**src/rtl/core/pkar_pkg.sv**
```systemverilog
// ----------------------------------------------------------------------------
// pkar_pkg: shared definitions for the per-key edge and auto-repeat block
// Key table sizing, field widths, register map and divider handshake types.
// ----------------------------------------------------------------------------
package pkar_pkg;

  // key table sizing
  localparam int KEYS  = 256;
  localparam int IDX_W = (KEYS > 1) ? $clog2(KEYS) : 1;

  // field widths
  localparam int KEY_W = 8;
  localparam int MS_W  = 16;
  localparam int SUM_W = MS_W + 1;

  // stream payload widths
  localparam int IN_DATA_W  = 48;
  localparam int OUT_DATA_W = 16;

  // default repeat interval after reset
  localparam logic [MS_W-1:0] DEFAULT_INTERVAL_MS = MS_W'(1000);

  // input item kinds (tuser)
  localparam logic MODE_SCAN = 1'b0;
  localparam logic MODE_SET  = 1'b1;

  // register map
  localparam int CFG_ADDR_W = 3;
  localparam logic [CFG_ADDR_W-3:0] REG_ENABLE = '0;

  // remainder unit request and response
  typedef struct packed {
    logic             start;
    logic [SUM_W-1:0] dividend;
    logic [MS_W-1:0]  divisor;
  } rem_req_t;

  typedef struct packed {
    logic            done;
    logic [MS_W-1:0] rem;
  } rem_rsp_t;

endpackage

```
**src/rtl/core/pkar_rem.sv**
```systemverilog
// ----------------------------------------------------------------------------
// pkar_rem: iterative remainder unit
// Restoring division, one dividend bit per cycle; returns only the remainder.
// ----------------------------------------------------------------------------
module pkar_rem (
  input  logic               clk,
  input  logic               rst_n,
  input  pkar_pkg::rem_req_t req,
  output pkar_pkg::rem_rsp_t rsp
);

  localparam int CNT_W = $clog2(pkar_pkg::SUM_W + 1);

  logic                      busy_r;
  logic                      done_r;
  logic [CNT_W-1:0]          cnt_r;
  logic [pkar_pkg::SUM_W-1:0] dvd_r;
  logic [pkar_pkg::MS_W-1:0]  dvs_r;
  logic [pkar_pkg::MS_W-1:0]  rem_r;

  logic [pkar_pkg::SUM_W-1:0] trial;
  logic [pkar_pkg::SUM_W-1:0] diff;
  logic                       fits;

  // one trial subtraction per cycle
  assign trial = {rem_r, dvd_r[pkar_pkg::SUM_W-1]};
  assign fits  = trial >= {1'b0, dvs_r};
  assign diff  = trial - {1'b0, dvs_r};

  // control
  always_ff @(posedge clk) begin
    if (!rst_n) begin
      busy_r <= 1'b0;
      done_r <= 1'b0;
      cnt_r  <= '0;
    end else begin
      done_r <= 1'b0;
      if (req.start) begin
        busy_r <= 1'b1;
        cnt_r  <= CNT_W'(pkar_pkg::SUM_W);
      end else if (busy_r) begin
        cnt_r <= cnt_r - CNT_W'(1);
        if (cnt_r == CNT_W'(1)) begin
          busy_r <= 1'b0;
          done_r <= 1'b1;
        end
      end
    end
  end

  // datapath
  always_ff @(posedge clk) begin
    if (req.start) begin
      dvd_r <= req.dividend;
      dvs_r <= req.divisor;
      rem_r <= '0;
    end else if (busy_r) begin
      dvd_r <= {dvd_r[pkar_pkg::SUM_W-2:0], 1'b0};
      rem_r <= fits ? diff[pkar_pkg::MS_W-1:0] : trial[pkar_pkg::MS_W-1:0];
    end
  end

  assign rsp.done = done_r;
  assign rsp.rem  = rem_r;

`ifndef NO_ASSERTIONS
  // result pulse only ends a busy run
  a_done_after_busy: assert property (@(posedge clk) disable iff (!rst_n)
    done_r |-> $past(busy_r)) else $error("remainder done without busy");

  // remainder below divisor when reported
  a_rem_below: assert property (@(posedge clk) disable iff (!rst_n)
    done_r |-> (rem_r < dvs_r)) else $error("remainder not below divisor");

  // no restart while busy
  a_no_restart: assert property (@(posedge clk) disable iff (!rst_n)
    busy_r |-> !req.start) else $error("remainder unit restarted while busy");
`endif

endmodule

```
**config.mk**
```make
export PLATFORM = sky130hd
export DESIGN_NAME = pkar_rem
export DESIGN_NICKNAME = d
export VERILOG_FILES = /design/src/rtl/core/pkar_pkg.sv /design/src/rtl/core/pkar_rem.sv
export SDC_FILE = /design/constraint.sdc
export NUM_CORES = 1
export LEC_CHECK = 0
export BUFFER_PORTS_ARGS = -buffer_cell sky130_fd_sc_hd__buf_2
export CAP_MARGIN = 15
export CORE_ASPECT_RATIO = 1.4
export CORE_MARGIN = 5
export CORE_UTILIZATION = 35
export CTS_BUF_LIST = sky130_fd_sc_hd__clkbuf_4 sky130_fd_sc_hd__clkbuf_8 sky130_fd_sc_hd__clkbuf_16
export DETAILED_ROUTE_END_ITERATION = 8
export PLACE_DENSITY_LB_ADDON = 0.08
export SLEW_MARGIN = 20
export SYNTH_ARGS = -nofsm -noshare
export SYNTH_HDL_FRONTEND = slang
export SYNTH_SLANG_ARGS = --single-unit
```
**constraint.sdc**
```tcl
create_clock -name clk -period 5.1 [get_ports clk]
set_input_delay 0.51 -clock clk [delete_from_list [all_inputs] [get_ports clk]]
set_output_delay 0.51 -clock clk [all_outputs]
set_load 0.05 [all_outputs]
```
Word-level counts from Yosys, hierarchy flattened:

Cells that the tools add are included.

* add/subtract/negate cells: 2
* $lt $le $gt $ge: 1
* equal/unequal tests: 1
* muxes and demuxes: 9
* bitwise logic cells: 2
* reductions and logical operators: 3

Operators by type and width (count)
* 2-to-1 mux 17 bit: 2
* greater-or-equal comparator 17 x 16 -> 1 bit: 1
* 2-to-1 mux 16 bit: 1
* subtractor 16 bit: 1
* 2-to-1 mux 5 bit: 2
* equality test 5 x 1 -> 1 bit, second input constant: 1
* subtractor 5 x 1 -> 5 bit, second input constant: 1
* 2-to-1 mux 1 bit: 4
* OR reduction 3 bit: 1
* NOT 1 bit: 2
* nonzero test 2 bit: 1
* OR reduction 2 bit: 1

* register bits after elaboration: 56
* input bits: 36
* output and inout bits: 17
* logic and storage cells: 25

Longest topological paths before layout:

Gate-level depths: netlist of run 1.

* depth after elaboration: 4
* depth in mapped cells: 11
* mapped depth without buffers: 10

Least setup slack after synthesis of run 1:

No wires, ideal clock.

* kind: reg-to-reg
* start: register rem_r[9] in the netlist's numbering
* end: register rem_r[13] in the netlist's numbering
* library setup time: 0.091 ns
* arrival time: 2.471 ns
* data required time: 5.009 ns
* slack: 2.538 ns
* cell stages (with the launch flop): 9
* path buffers: 1
* period minus slack after synthesis: 2.562 ns
* cell sequence: dfxtp_1 -> ha_1 -> buf_6 -> a21oi_1 -> o21a_1 -> nand3_1 -> o31ai_1 -> nand2_1 -> a311oi_1

* word-level cells in the longest chain between the ends: 2
* elaborated cells on any way between the ends: 3
* those cells by class: add/sub (1); order compare (1); mux (1)

Ends and longest elaborated chain
* from (decl): line pkar_rem.sv:19 `logic [pkar_pkg::MS_W-1:0] rem_r;`
* from (signal assigned): line pkar_rem.sv:59 `rem_r <= fits ? diff[pkar_pkg::MS_W-1:0] : trial[pkar_pkg::MS_W-1:0];`
* subtractor 16 bit or greater-or-equal comparator 17 x 16 -> 1 bit (tied branches): line pkar_rem.sv:28, pkar_rem.sv:27
* 2-to-1 mux 16 bit *: line pkar_rem.sv:59

Mark *: on every way between the ends. The rest lies on a longest branch, timed or not.
A chain may end at the register's enable or synchronous reset.

Final worst setup path of run 1:

* start: register dvs_r[9] in the netlist's numbering
* end: register rem_r[12] in the netlist's numbering

* word-level cells in the longest chain between the ends: 2
* elaborated cells on any way between the ends: 3
* those cells by class: add/sub (1); order compare (1); mux (1)

Ends and longest elaborated chain
* from (decl): line pkar_rem.sv:18 `logic [pkar_pkg::MS_W-1:0] dvs_r;`
* from (signal assigned): line pkar_rem.sv:55 `dvs_r <= req.divisor;`
* subtractor 16 bit or greater-or-equal comparator 17 x 16 -> 1 bit (tied branches): line pkar_rem.sv:28, pkar_rem.sv:27
* 2-to-1 mux 16 bit *: line pkar_rem.sv:59

Marks and branches as above.

==> results of run 1 <==
==> Yosys cell counts (all sizes together), types with 2 or more instances <==
master and number:
inv 21, xnor2 9, buf 6, clkbuf 14, ha 18, o311ai 2, and3 7, nand3 8
o311a 2, nand2b 2, o31ai 4, a21oi 18, xor2 6, nand2 18, nor2b 2, edfxtp 33
o211ai 2, mux2 16, a32oi 3, nor2 21, mux2i 8, dfxtp 23, a211oi 11, a311oi 2
nor3 7, a31oi 5, a21o 4, and2 3, o21ai 6, a21boi 4, nand4 4, o21a 3
==> registers in the layout, indices dropped and copies added (netlist names) <==
signal	cells
dvd_r	17
dvs_r	16
rem_r	16
cnt_r	5
busy_r	1
done_r	1
==> critical path, delay by kind of cell (launching register included) <==
kind | cells | cell delay, ns
compound gates | 2 | 1.07
fa+ha+maj | 1 | 0.42
buf+inv | 1 | 0.04
flops | 1 | 0.33
simple gates | 4 | 0.97
==> logic make-up after synthesis <==
logic type,after synthesis,synth area share
flops,56,0.458
buf+inv,41,0.0616
compound gates,71,0.158
xor+xnor,15,0.0415
fa+ha+maj,19,0.0774
mux,24,0.0821
simple gates,78,0.121
==> routing by layer <==
layer | GRT usage | vias to the layer above | share of wire | routed length, µm
met5 | 0 | - | 0 | 0
met4 | 0.0447 | 0 | 0.015 | 104
met3 | 0.0307 | 9 | 0.039 | 272
met2 | 0.230 | 41 | 0.50 | 3530
met1 | 0.161 | 1105 | 0.44 | 3100
li1 | - | 1198 | - | -
==> power by group <==
part           leakage [nW]  total [mW]  internal [mW]  switching (mW)
Clock                0.0705       0.354          0.189           0.165
Combinational         0.914       0.255         0.0997           0.155
Sequential            0.517       0.539          0.520          0.0188
Total                  1.50        1.15          0.809           0.339
==> worst max path at each step <==
stage                     slack (ns)      from   endpoint
after floorplan                 2.54  rem_r[9]  rem_r[13]
after global placement          2.28  dvs_r[9]  rem_r[12]
after detailed placement        2.15  dvs_r[9]  rem_r[12]
after CTS                       2.14  dvs_r[9]  rem_r[12]
after global routing            1.96  dvs_r[9]  rem_r[12]
final                           2.16  dvs_r[9]  rem_r[12]
==> layout make-up <==
type / instances / share of cell area
repair buffers: 54 / 0.0762
well taps: 107 / 0.0370
flip-flops and latches: 56 / 0.402
clock inverters: 2 / 0.00450
inverters: 21 / 0.0218
multi-input cells: 207 / 0.422
clock buffers: 6 / 0.0367
==> key figures, run 1 <==
Layout
  – # diodes: 0
  – Footprint of the multi-input gates: 1530 µm²
  – Fin util: 0.405
  – Net total in the final layout: 400
  – Non-Filler Instances: 453
  – Reg area: 1450 µm²
  – Design area: 3610 µm²
  – Most frequent cells in the layout: 52 x buf_2, 33 x edfxtp_1, 23 x dfxtp_1
  – Area grow syn2layout: 14.1%
  – Fillers: 909
  – Most common cell after layout, fill and taps aside: buf_2
  – Share of cells above drive strength 1: 0.243

Clock tree
  – CTS Root Cell: clkbuf_16
  – Clk sinks: 56
  – Postcts setup bufs: 0
  – H-Tree Depth: 2
  – Clock slew at reported path FFs: 0.07 ns
  – TritonCTS Buffers: 5
  – Clock latency on the worst-skew pair: 0.30 ns
  – Post-CTS sizing: 0
  – Hold Buf Count CTS: 0
  – CTS tree: yes
  – Clock Tree Buf Depth: 2

Hold path
  – Hold path start: req[11]
  – Hold Crit Class: input port to register
  – Hold Path End: dvs_r[11]
  – Hold Path Depth: 1

Logic synthesis
  – Post-synthesis async set-or-reset flop share: 0
  – Avg Cell Area, Syn: 10.4 µm²
  – Syn_nets: 359
  – Cells after Synth: 304
  – Ys flop type: edfxtp_1
  – Synth top area share: 0.313
  – Post-synth cell types: 51
  – Area leader, netlist: edfxtp_1
  – Number of enable flip-flop cells after synthesis: 33
  – Post-Syn Area: 3170 µm²
  – Register area share after synthesis: 0.458
  – Synth warnings: 0
  – Largest cells by area after synthesis: edfxtp_1 31%, dfxtp_1 15%, ha_1 7.1%
  – Yosys reg bits: 56

STA
  – Unrepaired setup endpoints after global routing: no
  – Slew Viols, Final: 0
  – Highest Clock Rate: 341 MHz
  – Post-Route Hold Slack: 0.381 ns
  – Worst clock skew: 0.00395 ns
  – Min cycle time layout: 2.94 ns
  – Max_slew headroom: 0.417
  – Tcrit/Tclk final: 0.576
  – Final worst slack: 2.16 ns
  – Final hold violations: 0
  – TNS Setup: 0 ns
  – Final setup fails: 0
  – Slew @ Worst Pin: 0.874 ns

Flow run
  – Maximum Capacitance Violations: 0

Placed design
  – Port bufs: 52
  – Dpl cell area: 3460 µm²
  – Gpl congestion: 0.832
  – Final HPWL DP: 5010 µm
  – Post-Place Setup Slack: 2.15 ns
  – Placed Instances: 445

Drt
  – Vias per cell: 5.19
  – Starting DRT DRC Count: 105
  – Pre-Repair DR Iteration Count: 4
  – Routed len/inst: 15.5 µm
  – DR DRC count: 0
  – Antenna viol nets, final: 0
  – Drt total wl: 7010 µm
  – Via count: 2353

Floorplan
  – Starting density of the core: 0.355
  – Die W: 90.4 µm
  – Die Area: 11100 µm²
  – Die Y: 123 µm
  – CORE AREA: 8930 µm²
  – # IOs: 53
  – FP Rows: 41

Setup path
  – Cell breakdown of the critical path: inv_1 > ha_1 > nand4_1 > or4_1 > nand3_1 > o31a_1 > nor3_1 > a311o_1
  – Slowest cell on crit path: o31a_1
  – RR Endpoint: rem_r[12]
  – Number of cells on the worst reg-to-reg path: 8
  – Crit Path Class: register to register
  – Critical path capture point type: register
  – Slowest stage delay, CP: 0.73 ns
  – R2r setup slk: 2.16 ns
  – R2R Path Start: dvs_r[9]
  – Critical path required time: 5.29 ns
  – Startpoint Class: register
  – Critical Path AT: 3.13 ns
  – CP Max Fanout: 17

Pwr
  – Total power: 1.15 mW
  – Power Dens Cells: 317 nW/µm²
  – Leak: 1.50 nW
  – VDD IR-drop max: 0.000160 V

Global route
  – Total track usage: 0.132
  – GR Overflow Total: 0
  – Largest net degree at the start of global routing: 50
  – First-pass GRT wire length: 11700 µm
  – Initial antenna violation count: 0
  – Vias in the first global route: 2408

Status
  – Status: finished, final reports clean
(Power assumes the default switching activity.)
==> run 2, diff against run 1 <==
==> constraint.sdc (replaced) <==
create_clock -name clk -period 2.45 [get_ports clk]
set_input_delay 0.245 -clock clk [delete_from_list [all_inputs] [get_ports clk]]
set_output_delay 0.245 -clock clk [all_outputs]
set_load 0.05 [all_outputs]
==> key figures, run 2 (same netlist as run 1, synthesis figures left out) <==
Global route
  – First-pass GRT wire length: 12200 µm (+3.8%)
  – Total track usage: 0.138 (+0.00562)
  – Largest net degree at the start of global routing: 49 (-2.0%)
  – Vias in the first global route: 2494 (+3.6%)
  – GR Overflow Total: 0 (unchanged)
  – Initial antenna violation count: 0 (unchanged)

Setup path
  – R2r setup slk: 0.11 ns (-2.06 ns)
  – CP Max Fanout: 3 (-14)
  – RR Endpoint: rem_r[10]
  – Startpoint Class: register
  – Critical path required time: 2.66 ns (-2.63 ns)
  – Critical Path AT: 2.55 ns (-0.58 ns)
  – R2R Path Start: dvd_r[16]
  – Capture point of the worst path: rem_r[10]
  – Critical path capture point type: register
  – Crit Path Class: register to register
  – Worst Setup SP: dvd_r[16]
  – Number of cells on the worst reg-to-reg path: 10 (+2)

Drt
  – Routed len/inst: 15.7 µm (+1.5%)
  – Antenna viol nets, final: 0 (unchanged)
  – Vias per cell: 5.12 (-1.4%)
  – Pre-Repair DR Iteration Count: 4 (unchanged)
  – DR DRC count: 0 (unchanged)
  – Via count: 2437 (+3.6%)
  – Starting DRT DRC Count: 103 (-1.9%)
  – Drt total wl: 7480 µm (+6.7%)

STA
  – TNS Setup: 0 ns (unchanged)
  – Max_slew headroom: 0.517 (+0.0995)
  – Slew Viols, Final: 0 (unchanged)
  – Final setup fails: 0 (unchanged)
  – Min cycle time layout: 2.34 ns (-0.592 ns)
  – Worst clock skew: 0.00420 ns (+0.000253 ns)
  – Highest Clock Rate: 427 MHz (+25%)
  – Tcrit/Tclk final: 0.957 (+0.381)
  – Unrepaired setup endpoints after global routing: no
  – Post-Route Hold Slack: 0.116 ns (-0.266 ns)
  – Final hold violations: 0 (unchanged)
  – Slew @ Worst Pin: 0.723 ns (-0.151 ns)

Layout
  – Fillers: 926 (+1.9%)
  – Fin util: 0.438 (+0.0334)
  – Net total in the final layout: 423 (+5.8%)
  – Most common cell after layout, fill and taps aside: buf_2
  – Most frequent cells in the layout: 52 x buf_2, 33 x edfxtp_1, 23 x buf_4
  – # diodes: 0 (unchanged)
  – Non-Filler Instances: 476 (+5.1%)
  – Max reg flops: 17 (unchanged)
  – Reg with most FFs: dvd_r
  – Area grow syn2layout: 23.5%
  – Biggest regs: dvd_r (17), dvs_r (16), rem_r (16)
  – Share of cells above drive strength 1: 0.358 (+0.115)

Pwr
  – Pint: 1.73 mW (+110%)
  – Power Dens Cells: 632 nW/µm² (+99%)
  – Net Sw Frac: 0.299 (+0.00403)
  – Gate power share: 0.251 (+0.029)
  – Clock power share: 0.295 (-0.014)
  – Switching power: 0.741 mW (+120%)
  – Seq pwr share: 0.454 (-0.015)
  – Leak: 1.65 nW (+9.6%)
  – VDD IR-drop max: 0.000418 V (+160%)
  – Total power: 2.47 mW (+120%)

Clock tree
  – CTS tree: yes
  – H-Tree Depth: 2 (unchanged)
  – Clock Tree Buf Depth: 2 (unchanged)
  – Postcts setup bufs: 0 (unchanged)
  – Clock slew at reported path FFs: 0.07 ns (about the same)
  – Clk sinks: 56 (unchanged)
  – TritonCTS Buffers: 5 (unchanged)
  – CTS Root Cell: clkbuf_16
  – Clock latency on the worst-skew pair: 0.30 ns (about the same)

Floorplan
  – Die Y: 123 µm (unchanged)
  – CORE AREA: 8930 µm² (unchanged)
  – Starting density of the core: 0.355 (unchanged)
  – # IOs: 53 (unchanged)
  – Die W: 90.4 µm (unchanged)
  – Die Area: 11100 µm² (unchanged)
  – FP Rows: 41 (unchanged)

Placed design
  – Port bufs: 52 (unchanged)
  – Placed Instances: 468 (+5.2%)
  – Final HPWL DP: 5430 µm (+8.2%)
  – Gpl congestion: 0.840 (+0.90%)

Hold path
  – Hold Crit Class: input port to register

Flow run
  – Maximum Capacitance Violations: 0 (unchanged)

Status
  – Status: finished, final reports clean
run 2: cell count changes in the layout (fill, tap and decap cells not counted), moves of 2 or more:
cell / change
o311ai_0: -2
ha_4: +2
o311ai_1: +2
mux2i_1: -2
buf_4: +21
a21oi_1: -2
mux2i_2: +2
dfxtp_2: +10
dfxtp_1: -10
a21oi_2: +2
buf_6: +2
ha_1: -3
a211oi_1: -2
run 2: worst max-delay path, stage by stage, from the launching register on:
cell and delay [ns]:
edfxtp_1 0.39, inv_1 0.07, ha_1 0.15, inv_1 0.05
fa_1 0.41, a21o_1 0.23, a221oi_2 0.33, o221ai_2 0.17
xor2_1 0.16, mux2i_1 0.09, a211oi_1 0.21
run 2: what timing repair did:
action                                  4_1_cts  5_1_grt
resized for setup                             1       23
endpoints found under the setup margin        2       14
cloned                                        0        0
pin swaps                                     0        7
hold buffers                                  0        0
run 2: worst min-delay path by stage:
stage                start  endpoint  slack [ns]  depth (start not counted)
floorplan           req[0]  dvs_r[0]        0.34                          0
global placement    req[9]  dvs_r[9]        0.42                          1
detailed placement  req[5]  dvs_r[5]        0.42                          1
CTS                 req[5]  dvs_r[5]        0.10                          1
global route        req[0]  dvs_r[0]        0.10                          1
finish              req[0]  dvs_r[0]        0.12                          1
run 2: final cells by class:
| cell class | count | area, µm² | area share |
|---|---|---|---|
| clock buffers | 5 | 125 | 0.0320 |
| clock inverters | 3 | 22.5 | 0.00576 |
| inverters | 21 | 78.8 | 0.0201 |
| multi-input cells | 207 | 1630 | 0.417 |
| flip-flops and latches | 56 | 1460 | 0.374 |
| well taps | 107 | 134 | 0.0342 |
| repair buffers | 77 | 455 | 0.116 |
run 2: metrics by stage:
stage               setup slack, ns  instance area, µm²
floorplan                   0.00175                3190
global placement             0.0233                3650
detailed placement          0.00126                3650
CTS                          0.0259                3800
global route                0.00198                3910
finish                        0.106                3910
run 2: metal layers:
layer  global-route usage  vias up  routed length, µm
met4               0.0447        0                101
met2                0.246       46               3880
met1                0.165     1141               3230
li1                     -     1244                  -
met3               0.0294        6                262
met5                    0        -                  0
run 2: power groups by stage:
stage / Sequential, mW / Clock [mW] / Combinational, mW
after floorplan: 1.19 / 0 / 0.356
after global placement: 1.14 / 0 / 0.591
after detailed placement: 1.14 / 0 / 0.590
after CTS: 1.12 / 0.768 / 0.596
after global routing: 1.13 / 0.789 / 0.687
final: 1.12 / 0.731 / 0.621
